## config.mk

```make
export PLATFORM = sky130hd
export DESIGN_NAME = slip_frame_codec
export DESIGN_NICKNAME = d
export VERILOG_FILES = /design/src/design/slip_pkg.sv /design/src/design/slip_front.sv /design/src/design/slip_queue.sv /design/src/design/slip_back.sv /design/src/design/slip_frame_codec.sv
export SDC_FILE = /design/constraint.sdc
export NUM_CORES = 1
export LEC_CHECK = 0
export ABC_AREA = 1
export BUFFER_PORTS_ARGS = -buffer_cell sky130_fd_sc_hd__buf_2
export CORE_AREA = 2 2 172 174
export CTS_BUF_LIST = sky130_fd_sc_hd__clkbuf_4 sky130_fd_sc_hd__clkbuf_8 sky130_fd_sc_hd__clkbuf_16
export DETAILED_ROUTE_END_ITERATION = 8
export DIE_AREA = 0 0 174 176
export HOLD_SLACK_MARGIN = 0.08
export PLACE_DENSITY = 0.47
export SYNTH_ARGS = -nofsm -noshare
export SYNTH_HDL_FRONTEND = slang
export SYNTH_SLANG_ARGS = --single-unit
```

## constraint.sdc

```tcl
create_clock -name clk -period 4.7 [get_ports clk]
set_input_delay 0.705 -clock clk [delete_from_list [all_inputs] [get_ports clk]]
set_output_delay 0.705 -clock clk [all_outputs]
set_load 0.05 [all_outputs]
```

## src/design/slip_pkg.sv

```systemverilog
// Shared types, constants and helpers for the SLIP frame codec.
`timescale 1ns / 1ps
package slip_pkg;
	localparam int QUEUE_DEPTH = 2;
	localparam int CFG_AW      = 3;
	localparam int CFG_DW      = 8;
	localparam int MAX_RES     = 4;

	typedef logic [7:0] byte_t;
	typedef logic [1:0] slot_idx_t;

	typedef enum logic [1:0] {
		KIND_DATA = 2'd0,
		KIND_END  = 2'd1,
		KIND_ERR  = 2'd2
	} kind_t;

	localparam logic [CFG_AW-1:0] REG_DIRECTION    = 3'd0;
	localparam logic [CFG_AW-1:0] REG_BOUNDARY     = 3'd1;
	localparam logic [CFG_AW-1:0] REG_ESCAPE       = 3'd2;
	localparam logic [CFG_AW-1:0] REG_BOUNDARY_SUB = 3'd3;
	localparam logic [CFG_AW-1:0] REG_ESCAPE_SUB   = 3'd4;

	localparam logic  DIR_ENCODE = 1'b0;
	localparam logic  DIR_DECODE = 1'b1;

	localparam byte_t RST_BOUNDARY     = 8'd192;
	localparam byte_t RST_ESCAPE       = 8'd219;
	localparam byte_t RST_BOUNDARY_SUB = 8'd220;
	localparam byte_t RST_ESCAPE_SUB   = 8'd221;

	typedef struct packed {
		byte_t data;
		kind_t kind;
	} res_t;

	// One accepted item's worth of results, slot 0 sent first.
	typedef struct packed {
		slot_idx_t                 last_idx;
		res_t [MAX_RES-1:0]        slot;
	} desc_t;

	// Front to queue.
	typedef struct packed {
		logic  push;
		desc_t desc;
	} push_t;

	// Queue to back.
	typedef struct packed {
		logic  valid;
		desc_t desc;
	} head_t;

	function automatic res_t mk_res(input byte_t d, input kind_t k);
		res_t r;
		r.data = d;
		r.kind = k;
		return r;
	endfunction
endpackage

```

## src/design/slip_front.sv

```systemverilog
// Front end: config registers, framing state and classification of each input item.
`timescale 1ns / 1ps
module slip_front import slip_pkg::*; (
	input  logic              clk,
	input  logic              arst_n,
	input  logic              cfg_we,
	input  logic [CFG_AW-1:0] cfg_addr,
	input  logic [CFG_DW-1:0] cfg_data,
	input  logic              s_axis_tvalid,
	output logic              s_axis_tready,
	input  byte_t             s_axis_tdata,
	input  logic              s_axis_tlast,
	input  logic              q_full,
	output push_t             push_o
);
	logic  dir_q;
	byte_t bnd_q, esc_q, bsub_q, esub_q;
	logic  in_frame_q, esc_pend_q, disc_q;
	logic  in_frame_nxt, esc_pend_nxt, disc_nxt;
	logic  has_res;
	desc_t desc;
	logic  accept;
	logic  dir_clear;

	assign s_axis_tready = !q_full;
	assign accept        = s_axis_tvalid && s_axis_tready;
	assign dir_clear     = cfg_we && (cfg_addr == REG_DIRECTION) && (cfg_data[0] != dir_q);

	always_comb begin
		logic [2:0] n;
		n            = 3'd0;
		desc         = '0;
		has_res      = 1'b0;
		in_frame_nxt = in_frame_q;
		esc_pend_nxt = esc_pend_q;
		disc_nxt     = disc_q;
		if (dir_q == DIR_ENCODE) begin
			if (!in_frame_q) begin
				desc.slot[n[1:0]] = mk_res(bnd_q, KIND_DATA);
				n = n + 3'd1;
			end
			if (s_axis_tdata == bnd_q) begin
				desc.slot[n[1:0]] = mk_res(esc_q, KIND_DATA);
				n = n + 3'd1;
				desc.slot[n[1:0]] = mk_res(bsub_q, KIND_DATA);
				n = n + 3'd1;
			end else if (s_axis_tdata == esc_q) begin
				desc.slot[n[1:0]] = mk_res(esc_q, KIND_DATA);
				n = n + 3'd1;
				desc.slot[n[1:0]] = mk_res(esub_q, KIND_DATA);
				n = n + 3'd1;
			end else begin
				desc.slot[n[1:0]] = mk_res(s_axis_tdata, KIND_DATA);
				n = n + 3'd1;
			end
			if (s_axis_tlast) begin
				desc.slot[n[1:0]] = mk_res(bnd_q, KIND_DATA);
				n = n + 3'd1;
			end
			in_frame_nxt  = !s_axis_tlast;
			has_res       = 1'b1;
			desc.last_idx = slot_idx_t'(n - 3'd1);
		end else begin
			desc.last_idx = '0;
			if (disc_q) begin
				if (s_axis_tdata == bnd_q) begin
					disc_nxt     = 1'b0;
					esc_pend_nxt = 1'b0;
					in_frame_nxt = !in_frame_q;
				end
			end else if (esc_pend_q) begin
				esc_pend_nxt = 1'b0;
				has_res      = 1'b1;
				if (s_axis_tdata == bnd_q) begin
					in_frame_nxt = 1'b0;
					desc.slot[0] = mk_res('0, KIND_ERR);
				end else if (s_axis_tdata == esub_q) begin
					desc.slot[0] = mk_res(esc_q, KIND_DATA);
				end else if (s_axis_tdata == bsub_q) begin
					desc.slot[0] = mk_res(bnd_q, KIND_DATA);
				end else begin
					disc_nxt     = 1'b1;
					in_frame_nxt = 1'b1;
					desc.slot[0] = mk_res('0, KIND_ERR);
				end
			end else if (s_axis_tdata == bnd_q) begin
				if (in_frame_q) begin
					in_frame_nxt = 1'b0;
					has_res      = 1'b1;
					desc.slot[0] = mk_res('0, KIND_END);
				end else begin
					in_frame_nxt = 1'b1;
				end
			end else if (!in_frame_q) begin
				disc_nxt     = 1'b1;
				has_res      = 1'b1;
				desc.slot[0] = mk_res('0, KIND_ERR);
			end else if (s_axis_tdata == esc_q) begin
				esc_pend_nxt = 1'b1;
			end else begin
				has_res      = 1'b1;
				desc.slot[0] = mk_res(s_axis_tdata, KIND_DATA);
			end
		end
	end

	assign push_o.push = accept && has_res;
	assign push_o.desc = desc;

	always_ff @(posedge clk or negedge arst_n) begin
		if (!arst_n) begin
			dir_q  <= DIR_ENCODE;
			bnd_q  <= RST_BOUNDARY;
			esc_q  <= RST_ESCAPE;
			bsub_q <= RST_BOUNDARY_SUB;
			esub_q <= RST_ESCAPE_SUB;
		end else if (cfg_we) begin
			case (cfg_addr)
				REG_DIRECTION:    dir_q  <= cfg_data[0];
				REG_BOUNDARY:     bnd_q  <= cfg_data;
				REG_ESCAPE:       esc_q  <= cfg_data;
				REG_BOUNDARY_SUB: bsub_q <= cfg_data;
				REG_ESCAPE_SUB:   esub_q <= cfg_data;
				default: ;
			endcase
		end
	end

	always_ff @(posedge clk or negedge arst_n) begin
		if (!arst_n) begin
			in_frame_q <= 1'b0;
			esc_pend_q <= 1'b0;
			disc_q     <= 1'b0;
		end else if (dir_clear) begin
			in_frame_q <= 1'b0;
			esc_pend_q <= 1'b0;
			disc_q     <= 1'b0;
		end else if (accept) begin
			in_frame_q <= in_frame_nxt;
			esc_pend_q <= esc_pend_nxt;
			disc_q     <= disc_nxt;
		end
	end
endmodule

```

## src/design/slip_queue.sv

```systemverilog
// Short queue of result descriptors between front and back end.
`timescale 1ns / 1ps
module slip_queue import slip_pkg::*; #(
	parameter int DEPTH = QUEUE_DEPTH
) (
	input  logic  clk,
	input  logic  arst_n,
	input  push_t push_i,
	input  logic  pop,
	output logic  full,
	output head_t head_o
);
	localparam int PW = (DEPTH > 1) ? $clog2(DEPTH) : 1;
	localparam int CW = $clog2(DEPTH + 1);

	desc_t         entry_q [DEPTH];
	logic [PW-1:0] wr_ptr_q, rd_ptr_q;
	logic [CW-1:0] count_q;
	logic          do_push, do_pop;

	assign full         = (count_q == CW'(DEPTH));
	assign do_push      = push_i.push && !full;
	assign do_pop       = pop && (count_q != '0);
	assign head_o.valid = (count_q != '0);
	assign head_o.desc  = entry_q[rd_ptr_q];

	always_ff @(posedge clk) begin
		if (do_push) begin
			entry_q[wr_ptr_q] <= push_i.desc;
		end
	end

	always_ff @(posedge clk or negedge arst_n) begin
		if (!arst_n) begin
			wr_ptr_q <= '0;
			rd_ptr_q <= '0;
			count_q  <= '0;
		end else begin
			if (do_push) begin
				wr_ptr_q <= (wr_ptr_q == PW'(DEPTH - 1)) ? '0 : wr_ptr_q + 1'b1;
			end
			if (do_pop) begin
				rd_ptr_q <= (rd_ptr_q == PW'(DEPTH - 1)) ? '0 : rd_ptr_q + 1'b1;
			end
			case ({do_push, do_pop})
				2'b10:   count_q <= count_q + 1'b1;
				2'b01:   count_q <= count_q - 1'b1;
				default: count_q <= count_q;
			endcase
		end
	end
endmodule

```

## src/design/slip_back.sv

```systemverilog
// Back end: sends queued results one per cycle while tready is high, through an output register.
`timescale 1ns / 1ps
module slip_back import slip_pkg::*; (
	input  logic  clk,
	input  logic  arst_n,
	input  head_t head_i,
	output logic  pop,
	output logic  m_axis_tvalid,
	input  logic  m_axis_tready,
	output byte_t m_axis_tdata,
	output kind_t m_axis_tuser,
	output logic  m_axis_tlast
);
	slot_idx_t idx_q;
	logic      vld_q;
	byte_t     data_q;
	kind_t     kind_q;
	logic      last_q;
	logic      load;
	logic      at_last;
	res_t      cur;

	assign load    = head_i.valid && (!vld_q || m_axis_tready);
	assign cur     = head_i.desc.slot[idx_q];
	assign at_last = (idx_q == head_i.desc.last_idx);
	assign pop     = load && at_last;

	assign m_axis_tvalid = vld_q;
	assign m_axis_tdata  = data_q;
	assign m_axis_tuser  = kind_q;
	assign m_axis_tlast  = last_q;

	always_ff @(posedge clk or negedge arst_n) begin
		if (!arst_n) begin
			vld_q <= 1'b0;
			idx_q <= '0;
		end else begin
			if (load) begin
				vld_q <= 1'b1;
				idx_q <= at_last ? '0 : idx_q + 1'b1;
			end else if (m_axis_tready) begin
				vld_q <= 1'b0;
			end
		end
	end

	always_ff @(posedge clk) begin
		if (load) begin
			data_q <= cur.data;
			kind_q <= cur.kind;
			last_q <= at_last;
		end
	end
endmodule

```

## src/design/slip_frame_codec.sv

```systemverilog
// Top level of the SLIP frame codec: front end, descriptor queue and back end.
`timescale 1ns / 1ps
// Byte-stream SLIP framer; direction register selects encode (0) or decode (1).
// An input item is taken every cycle while the descriptor queue has room. Each
// item yields zero to four result bytes, which leave one per cycle from the
// output register while the receiver is ready, once queued.
// Sustained rate is one item per cycle when each item makes at most one result
// and the receiver keeps up; an encode item that adds a delimiter or escape
// pair holds the output for each of its result bytes, and the input stalls
// once the queue (QDEPTH descriptors) fills. Config writes are expected only
// while idle; a write that changes direction resets the framing state.
module slip_frame_codec import slip_pkg::*; #(
	parameter int QDEPTH = QUEUE_DEPTH
) (
	input  logic              clk,
	input  logic              arst_n,
	input  logic              cfg_we,
	input  logic [CFG_AW-1:0] cfg_addr,
	input  logic [CFG_DW-1:0] cfg_data,
	input  logic              s_axis_tvalid,
	output logic              s_axis_tready,
	input  logic [7:0]        s_axis_tdata,   // data_in
	input  logic              s_axis_tlast,   // end_of_payload
	output logic              m_axis_tvalid,
	input  logic              m_axis_tready,
	output logic [7:0]        m_axis_tdata,   // data_out
	output logic [1:0]        m_axis_tuser,   // kind
	output logic              m_axis_tlast    // last_result
);
	push_t push;
	head_t head;
	logic  q_full;
	logic  pop;
	kind_t kind;

	slip_front u_front (
		.clk           (clk),
		.arst_n        (arst_n),
		.cfg_we        (cfg_we),
		.cfg_addr      (cfg_addr),
		.cfg_data      (cfg_data),
		.s_axis_tvalid (s_axis_tvalid),
		.s_axis_tready (s_axis_tready),
		.s_axis_tdata  (s_axis_tdata),
		.s_axis_tlast  (s_axis_tlast),
		.q_full        (q_full),
		.push_o        (push)
	);

	slip_queue #(.DEPTH(QDEPTH)) u_queue (
		.clk    (clk),
		.arst_n (arst_n),
		.push_i (push),
		.pop    (pop),
		.full   (q_full),
		.head_o (head)
	);

	slip_back u_back (
		.clk           (clk),
		.arst_n        (arst_n),
		.head_i        (head),
		.pop           (pop),
		.m_axis_tvalid (m_axis_tvalid),
		.m_axis_tready (m_axis_tready),
		.m_axis_tdata  (m_axis_tdata),
		.m_axis_tuser  (kind),
		.m_axis_tlast  (m_axis_tlast)
	);

	assign m_axis_tuser = kind;
endmodule

```

---- Word level (Yosys, flattened, before mapping) ----
Memory sizes are Yosys's and may differ from the RTL's.
Cells that the tools add are included.
word-level totals
  output and inout bits ................... 13
  input bits .............................. 25
  logic and storage cells ................. 164
  RAM bits ................................ 84
  memories ................................ 1
  register bits after elaboration ......... 54
cells by class
  equality and inequality tests ........... 18
  reduce and logical (&&, ||, !) cells .... 30
  magnitude comparators ................... 7
  add/subtract/negate cells ............... 9
  mux-type cells .......................... 83
memory list
  name             words  bits a word  rd ports  clocked after memory_dff  wr ports  line              source
  u_queue.entry_q  2      42           1         0                         1         slip_queue.sv:16  desc_t entry_q [DEPTH];
operators with widths
  operator                                                                      number
  40-bit bitwise mux                                                            5
  40-bit 2-to-1 mux                                                             4
  10-bit 2-to-1 mux                                                             15
  10-bit demux with 2-bit select                                                3
  1-bit 2-to-1 mux                                                              45
  8-bit equality test                                                           4
  30-bit 2-to-1 mux                                                             1
  10-bit binary-select mux with 2-bit select                                    1
  2-bit 2-to-1 mux                                                              8
  4-bit inequality test, second input constant                                  4
  2-bit by 3-bit less-than comparator with 1-bit output, second input constant  4
  2-bit AND reduction                                                           6
  1-bit logical AND                                                             11
  2-bit by 1-bit adder with 2-bit output, second input constant                 5
  2-bit nonzero test                                                            5
  3-bit by 2-bit equality test with 1-bit output, second input constant         2
  2-bit by 1-bit >= comparator with 1-bit output, second input constant         3
  5-bit AND reduction                                                           1
  2-bit equality test, second input constant                                    2
  1-bit zero test                                                               4
  2-bit case mux with 2 select lines                                            1
  2-bit by 1-bit subtractor with 2-bit output, second input constant            2
  3-bit by 1-bit equality test with 1-bit output, second input constant         1
  3-bit equality test, second input constant                                    1
  other kinds (8)                                                               9

---- Logic depth before layout (Yosys ltp) ----
Gate-level depths: netlist of the first run.
  word-level depth ........................ 14
  gate-level depth with buffers ........... 19
  gate-level depth less buffers ........... 16

---- Modules after synthesis ----
A second synthesis of the first run with hierarchy kept.
unflattened totals
  cell total of the unflattened synthesis .. 954
  area total of the unflattened synthesis .. 8314.2 µm²
by module, submodules not included
  module      instances  area each (µm²)  sequential area each (µm²)  cells an instance
  slip_queue  1          3776.1           2622.5                      251
  slip_front  1          3729.8           924.6                       608
  slip_back   1          808.3            405.4                       95

---- Least setup slack after synthesis of the first run ----
No wires, ideal clock.
  path kind ............................... input-to-reg
  start ................................... in s_axis_tdata[4]
  end ..................................... mem u_queue.entry_q[1][0] (netlist name) (enable)
  setup slack ............................. 0.814 ns
  arrival ................................. 3.456 ns
  path buffers ............................ 2
  stages .................................. 15
  setup time .............................. 0.431 ns
  required time ........................... 4.269 ns
  cell sequence ........................... clkbuf_2 inv_1 nand2_1 nand2_1 nand2_1 nor2_1 nand2_1 buf_2 inv_1 ha_1 inv_1 nand2_1 nand3_1 nand2_2 nor2_1
between the ends
  word-level cells in the longest chain between the ends .. 11
  elaborated cells on any way between the ends .. 12
  those cells by class .................... 2 x eq/ne; 8 x mux; 2 x reduce/logical
ends and longest elaborated chain
  element                                   line                    source
  from (decl)                               slip_frame_codec.sv:22  input logic [7:0] s_axis_tdata,
  8-bit equality test                       slip_front.sv:98        end else if (s_axis_tdata == esc_q) begin
  1-bit 2-to-1 mux                          slip_front.sv:98
  1-bit 2-to-1 mux                          slip_front.sv:94        end else if (!in_frame_q) begin
  1-bit 2-to-1 mux *                        slip_front.sv:86        end else if (s_axis_tdata == bnd_q) begin
  1-bit 2-to-1 mux *                        slip_front.sv:71        end else if (esc_pend_q) begin
  1-bit 2-to-1 mux *                        slip_front.sv:65        if (disc_q) begin
  1-bit 2-to-1 mux *                        slip_front.sv:37        if (dir_q == DIR_ENCODE) begin
  1-bit logical AND *                       slip_front.sv:107       assign push_o.push = accept && has_res;
  1-bit logical AND *                       slip_queue.sv:22        assign do_push = push_i.push && !full;
  1-bit 2-to-1 mux *                        slip_queue.sv:28        if (do_push) begin
  1-bit 2-to-1 mux (not written as such) *  slip_queue.sv:29        entry_q[wr_ptr_q] <= push_i.desc;
  to (decl)                                 slip_queue.sv:16
Mark *: on every way between the ends. The rest lies on a longest branch, timed or not.

==> results_dict.tcl, run 1 <==
set metrics [dict create \
    status "finished clean" \
    rsz0062_at_grt "no" \
    hp-class "input port to asynchronous set/reset pin" \
    seq_area_frac_synth_pct 50.6 \
    io_buffer_count 37 \
    syn_inst 874 \
    cts_hold_buf 0 \
    layout.nets 924 \
    track_usage_pct 13.4 \
    ant_nets 0 \
    syn_area_um2 7090 \
    yosysTopAreaCellShare_pct 35.1 \
    die-area_um2 30600 \
    vdd_ir_drop_max_uv 267 \
    ys_ff_latch 126 \
    numClockSinks 126 \
    yosys.area.top_type "edfxtp_1" \
    cts_tree "built" \
    post_cts_buffers 0 \
    core_area_um2 28500 \
    cts_buffer_depth 2 \
    first_iter_violations 532 \
    max_slew_margin_pct 33.8 \
    drt-pass1-iter-count 5 \
    grt_pass1_vias 5578 \
    clkLatencyLatePin_ns 0.43 \
    internal_power_uw 2850 \
    p_sw_share_pct 41.1 \
    die_h_um 176 \
    p_leak_uw 0.00336 \
    htree_levels 4 \
    gr-total-overflow 0 \
    diodes 0 \
    maxCapViolations 0 \
    grt_pass1_wl_mm 32.3 \
    period_minus_slack_ns 3.29 \
    placed_cells 1256 \
    path_clk_slew_ns 0.07 \
    start_util_pct 24.9 \
    synth.net_count 907 \
    dp_hpwl_mm 14.1 \
    setup_viol_count_final 0 \
    post-route-drc-count 0 \
    p_per_area_nw_per_um2 591 \
    fin_tns_setup_ns 0 \
    critPathKind "flop to flop" \
    cp_max_fo 16 \
    rows 62 \
    synth_cell_types 32 \
    comb_power_share_pct 35.4 \
    worst_pin_slew_ns 0.993 \
    numCtsBuffers 17 \
    via_per_inst 4.49 \
    cts_resized 0 \
    gp_congestion 0.917 \
    die_width_um 174 \
    hold_ws_ns 0.434 \
    period_share_pct 70.0 \
    grt_max_degree 44 \
    worstSetupEndpointType "flop" \
    drv_slew 0 \
    ioPinCount 38 \
    p_seq_share_pct 37.3 \
    fmax_mhz 304 \
    required_ns 4.95 \
    synth_area_per_cell_um2 8.12 \
    drive_gt1_share_pct 12.3 \
    wl_per_cell_um 15.2 \
    clock_skew_ns 0.0137 \
    switching_power_uw 1990 \
    num_vias 5784 \
    wl_mm 19.6 \
    ys_warn_count 0 \
    clockRootBuffer "clkbuf_16" \
    hold_violations 0 \
    clockPowerShare_pct 27.4 \
    synth_area_leaders "edfxtp_1 (35%), nand2_1 (11%), dfrtp_1 (8.5%), dfstp_2 (7.0%), nand3_1 (6.6%)" \
    antenna_found_initial 0 \
    startpoint_type "flop" \
    final_cells 1288 \
    arrival_ns 3.54 \
    area_growth_pct 15.4 \
]
-- state kept, by name, indices dropped and copies added (netlist names), 2 cells and up --
signal / flops
u_back.m_axis_tdata: 8
u_front.bsub_q: 8
u_queue.entry_q: 72
u_back.m_axis_tuser: 2
u_front.bnd_q: 8
u_back.idx_q: 2
u_queue.count_q: 2
u_front.esub_q: 8
u_front.esc_q: 8
-- power groups by stage --
stage	Combinational, uW	Clock [uW]	Sequential [uW]
floorplan	1100	0	1940
global placement	1720	0	1830
detailed placement	1720	0	1830
CTS	1730	1360	1800
global route	1930	1410	1840
finish	1710	1320	1800
-- layout by cell type, fill, tap and decap left out, drive strengths merged, types with 9 or more instances in the layout --
cell type,n
a21oi,40
nand3b,13
nand2,219
xnor2,18
dfstp,19
nand3,93
o22ai,9
nor2,109
clkbuf,17
buf,45
edfxtp,83
o21ai,90
dfrtp,24
inv,77
-- per-stage QoR --
step / setup slack [ns] / total power (uW) / area (um2) / utilization (%)
5_1_grt: 1.05 / 5190 / 8190 / 28.7
3_3_place_gp: 1.26 / 3540 / 7590 / 26.6
4_1_cts: 1.39 / 4890 / 8190 / 28.7
3_5_place_dp: 1.16 / 3550 / 7590 / 26.6
6_report: 1.41 / 4830 / 8190 / 28.7
2_1_floorplan: 0.814 / 3040 / 7090 / -
-- cell families after synthesis --
kind of cell / count (synthesis) / synth area share [%]
and+or+nand+nor: 451 / 27.0
AOI/OAI and AO/OA: 149 / 11.0
DFF: 126 / 50.6
buffers and inverters: 118 / 7.14
xor gates and xnor gates: 21 / 2.59
adders and majority gates: 8 / 1.41
muxes: 1 / 0.141
-- layout make-up --
class / count / area (um2)
multi-input combinational: 630 / 3010
sequential: 126 / 3590
fill: 3197 / 20400
clock inverter: 15 / 166
timing repair buffer: 45 / 245
tap: 384 / 480
clock buffer: 17 / 425
inverter: 71 / 267
-- synth_stat cells --
library cell and number:
nand2_1 216, nor2_1 105, nand3_1 93, o21ai_0 87, edfxtp_1 83, inv_1 65
a21oi_1 39, clkbuf_1 26, dfrtp_1 24, dfstp_2 19, xnor2_1 18, buf_2 13
nand3b_1 13, o22ai_1 9, a31oi_1 8, ha_1 8, nand4_1 8, nor3_1 8
buf_6 6, clkinv_1 3, inv_2 3, nand2_2 3, xor2_1 3, clkbuf_2 2
nor2_2 2, nor2_4 2, o211ai_1 2, o21ai_2 2, a21oi_2 1, mux2i_1 1
nor4_1 1, o21ai_1 1
-- worst max-delay path, cell delays in order (launching register included) --
cell and delay (ns):
dfrtp_1 0.48, inv_1 0.20, nand2_1 0.07, nand2_1 0.08, nand2_1 0.10, nor2_4 0.37
nand2_2 0.20, nand2_1 0.13, nand2_1 0.11, ha_1 0.22, nand2_1 0.06, clkinv_1 0.21
nor2_1 0.50, nand3_1 0.16, a21oi_1 0.21
-- layer usage --
layer / up-vias / track usage [%] / part of all wire [%]
li1: 2962 / - / -
met1: 2618 / 19.3 / 50
met2: 179 / 20.3 / 44
met3: 25 / 2.33 / 4.3
met4: 0 / 4.62 / 1.5
met5: - / 0 / 0
-- worst paths after layout --
path | cells past startpoint | slack (ns) | start | end
worst max-delay path | 14 | 1.41 | u_front.bnd_q[0]$_DFFE_PN0P_ | u_queue.entry_q[0][27]$_DFFE_PP_
worst min-delay path | 1 | 0.43 | arst_n | u_front.bnd_q[5]$_DFFE_PN0P_
worst max register to register | 14 | 1.41 | u_front.bnd_q[0]$_DFFE_PN0P_ | u_queue.entry_q[0][27]$_DFFE_PP_
worst min register to register | 2 | 0.50 | u_front.esub_q[2]$_DFFE_PN1P_ | u_front.esub_q[2]$_DFFE_PN1P_
max in group asynchronous | 1 | 3.63 | arst_n | u_queue.rd_ptr_q$_DFFE_PN0P_
min in group clk | 2 | 0.47 | m_axis_tready | u_back.m_axis_tvalid$_DFFE_PN0P_
No activity file was read; power rests on OpenSTA's default activity.
==> run 2: changes to the inputs <==
--- a/config.mk
+++ b/config.mk
@@ -12,7 +12,7 @@
 export DETAILED_ROUTE_END_ITERATION = 8
 export DIE_AREA = 0 0 174 176
 export HOLD_SLACK_MARGIN = 0.08
-export PLACE_DENSITY = 0.47
+export PLACE_DENSITY = 0.48
 export SYNTH_ARGS = -nofsm -noshare
 export SYNTH_HDL_FRONTEND = slang
 export SYNTH_SLANG_ARGS = --single-unit
==> constraint.sdc (replaced) <==
create_clock -name clk -period 2.9 [get_ports clk]
set_input_delay 0.435 -clock clk [delete_from_list [all_inputs] [get_ports clk]]
set_output_delay 0.435 -clock clk [all_outputs]
set_load 0.05 [all_outputs]
==> results_dict.tcl, run 2 (same netlist as run 1, synthesis figures left out) <==
set metrics [dict create \
    grt_pass1_wl_mm 32.8 \
    antenna_found_initial 0 \
    reg2reg_depth 15 \
    worst_pin_slew_ns 0.978 \
    rsz0062_at_grt "yes" \
    drive_gt1_share_pct 18.9 \
    ant_nets 0 \
    post-route-drc-count 0 \
    status "finished clean" \
    critPathKind "flop to flop" \
    drt-pass1-iter-count 6 \
    grt_max_degree 43 \
    gr-total-overflow 0 \
    fmax_mhz 366 \
    path_clk_slew_ns 0.06 \
    area_growth_pct 22.1 \
    period_minus_slack_ns 2.73 \
    grt_pass1_vias 5824 \
    required_ns 3.08 \
    path_cells "xnor2_1 -> nand2_1 -> nor2_2 -> nand2_2 -> ha_1 -> nand2_1 -> nand2_2 -> inv_1 -> ha_1 -> nand2_1 -> buf_12 -> clkinvlp_4 -> nand2_1 -> a21oi_1 -> buf_4" \
    rrSetupSlack_ns 0.17 \
    r2r_end "u_queue.entry_q[1][15]$_DFFE_PP_" \
    cts_hold_buf 0 \
    largest_register_ffs 72 \
    cp_num_buf_inv 4 \
    layout.nets 980 \
    grtUsageMet3_pct 2.67 \
    vdd_ir_drop_max_uv 392 \
    p_per_area_nw_per_um2 920 \
    maxCapViolations 0 \
    grt-busiest-layer "met2" \
    cts_buffer_depth 2 \
    wl_mm 20.4 \
    final_cells 1344 \
    critPathTopFamily "simple AND/OR/NAND/NOR gates" \
    use_met2_pct 21.0 \
    die-area_um2 30600 \
    rows 62 \
    dp_hpwl_mm 14.7 \
    fillers 3138 \
    cts_tree "built" \
    gp_congestion 0.874 \
    mostFrequentLayoutCells "nand2_1 (213), nor2_1 (100), nand3_1 (93)" \
    core_area_um2 28500 \
    rr_startpoint "u_front.esc_q[7]$_DFFE_PN1P_" \
    drv_slew 0 \
    ioPinCount 38 \
    final_common_cell "nand2_1" \
    max_slew_margin_pct 34.8 \
    period_share_pct 94.2 \
    cp_max_fo 9 \
    hold_ws_ns 0.152 \
    cp_slowest_stage_delay_ns 0.53 \
    placed_cells 1309 \
    arrival_ns 2.91 \
    io_buffer_count 37 \
    via_per_inst 4.45 \
    worst_path_max_delay_cell "dfstp_2" \
    htree_levels 4 \
    start_util_pct 24.9 \
    clkLatencyLatePin_ns 0.43 \
    clock_skew_ns 0.0104 \
    setup_viol_count_final 0 \
    die_width_um 174 \
    track_usage_pct 13.7 \
    hp-class "input port to asynchronous set/reset pin" \
    path_common_cell "nand2_1" \
    finalWorstSetupSlack_ns 0.167 \
    regMostFlops "u_queue.entry_q" \
    clockRootBuffer "clkbuf_16" \
    numClockSinks 126 \
    first_iter_violations 510 \
    worstSetupEndpointType "flop" \
    die_h_um 176 \
    p_leak_uw 0.00361 \
    grt_util_met1_pct 19.6 \
    startpoint_type "flop" \
    hold_violations 0 \
    final_util_pct 30.4 \
    num_vias 5976 \
    post-place-ws_ns -0.0812 \
    numCtsBuffers 17 \
    wl_per_cell_um 15.2 \
    diodes 0 \
]
run 2: cell count changes in the layout (fill, tap and decap cells not counted), sizes merged:
cell	before	now
clkinv	5	9
clkinvlp	3	7
clkbuf	17	19
buf	45	100
bufinv	1	0
inv	77	69
run 2: area by class of cell:
cell class                      count  area [um2]  share of cell area, %
Multi-Input combinational cell    630        3060                   35.3
Tap cell                          384         480                   5.55
Timing Repair inverter              1        5.00                 0.0578
Inverter                           71         274                   3.16
Timing Repair Buffer              100         724                   8.36
Clock inverter                     13        92.6                   1.07
Clock buffer                       19         440                   5.08
Sequential cell                   126        3590                   41.5
run 2: what timing repair did:
item                       4_1_cts  5_1_grt
gates cloned                     0        1
pin swaps                        0        2
gates resized for setup          1       16
setup endpoints to repair        2      107
buffers inserted                 0        2
run 2: routing by layer:
layer / up-vias / share of wire, %
met5: - / 0
met4: 0 / 1.8
met3: 32 / 3.9
met2: 137 / 44
met1: 2738 / 50
li1: 3069 / -
run 2: metrics by stage:
stage	area (um2)	power, uW	setup TNS [ns]
after floorplan	7110	4930	0
after global placement	8040	6020	-0.232
after detailed placement	8040	6030	-0.290
after CTS	8580	8000	0
after global routing	8660	8530	-0.0274
final	8660	7970	0
run 2: worst max-delay path by stage:
| stage | to | from | slack, ns | cells after the start |
|---|---|---|---|---|
| final | u_queue.entry_q[1][15]$_DFFE_PP_ | u_front.esc_q[7]$_DFFE_PN1P_ | 0.17 | 15 |
| after global routing | u_queue.entry_q[1][15]$_DFFE_PP_ | u_front.esc_q[7]$_DFFE_PN1P_ | -0.007 | 15 |
| after CTS | u_queue.entry_q[1][15]$_DFFE_PP_ | u_front.esc_q[4]$_DFFE_PN1P_ | 0.04 | 16 |
| after detailed placement | u_queue.entry_q[1][15]$_DFFE_PP_ | s_axis_tdata[7] | -0.08 | 16 |
| after global placement | u_queue.entry_q[1][15]$_DFFE_PP_ | s_axis_tdata[7] | -0.06 | 16 |
| after floorplan | u_queue.entry_q[0][22]$_DFFE_PP_ | s_axis_tdata[4] | 0.13 | 17 |
run 2: power breakdown:
| part | total (uW) | internal, uW | leakage, uW | switching [uW] |
|---|---|---|---|---|
| Sequential | 2830 | 2610 | 0.00128 | 219 |
| Clock | 1950 | 1110 | 0.000254 | 842 |
| Combinational | 3190 | 1030 | 0.00207 | 2160 |
| Total | 7970 | 4750 | 0.00361 | 3220 |
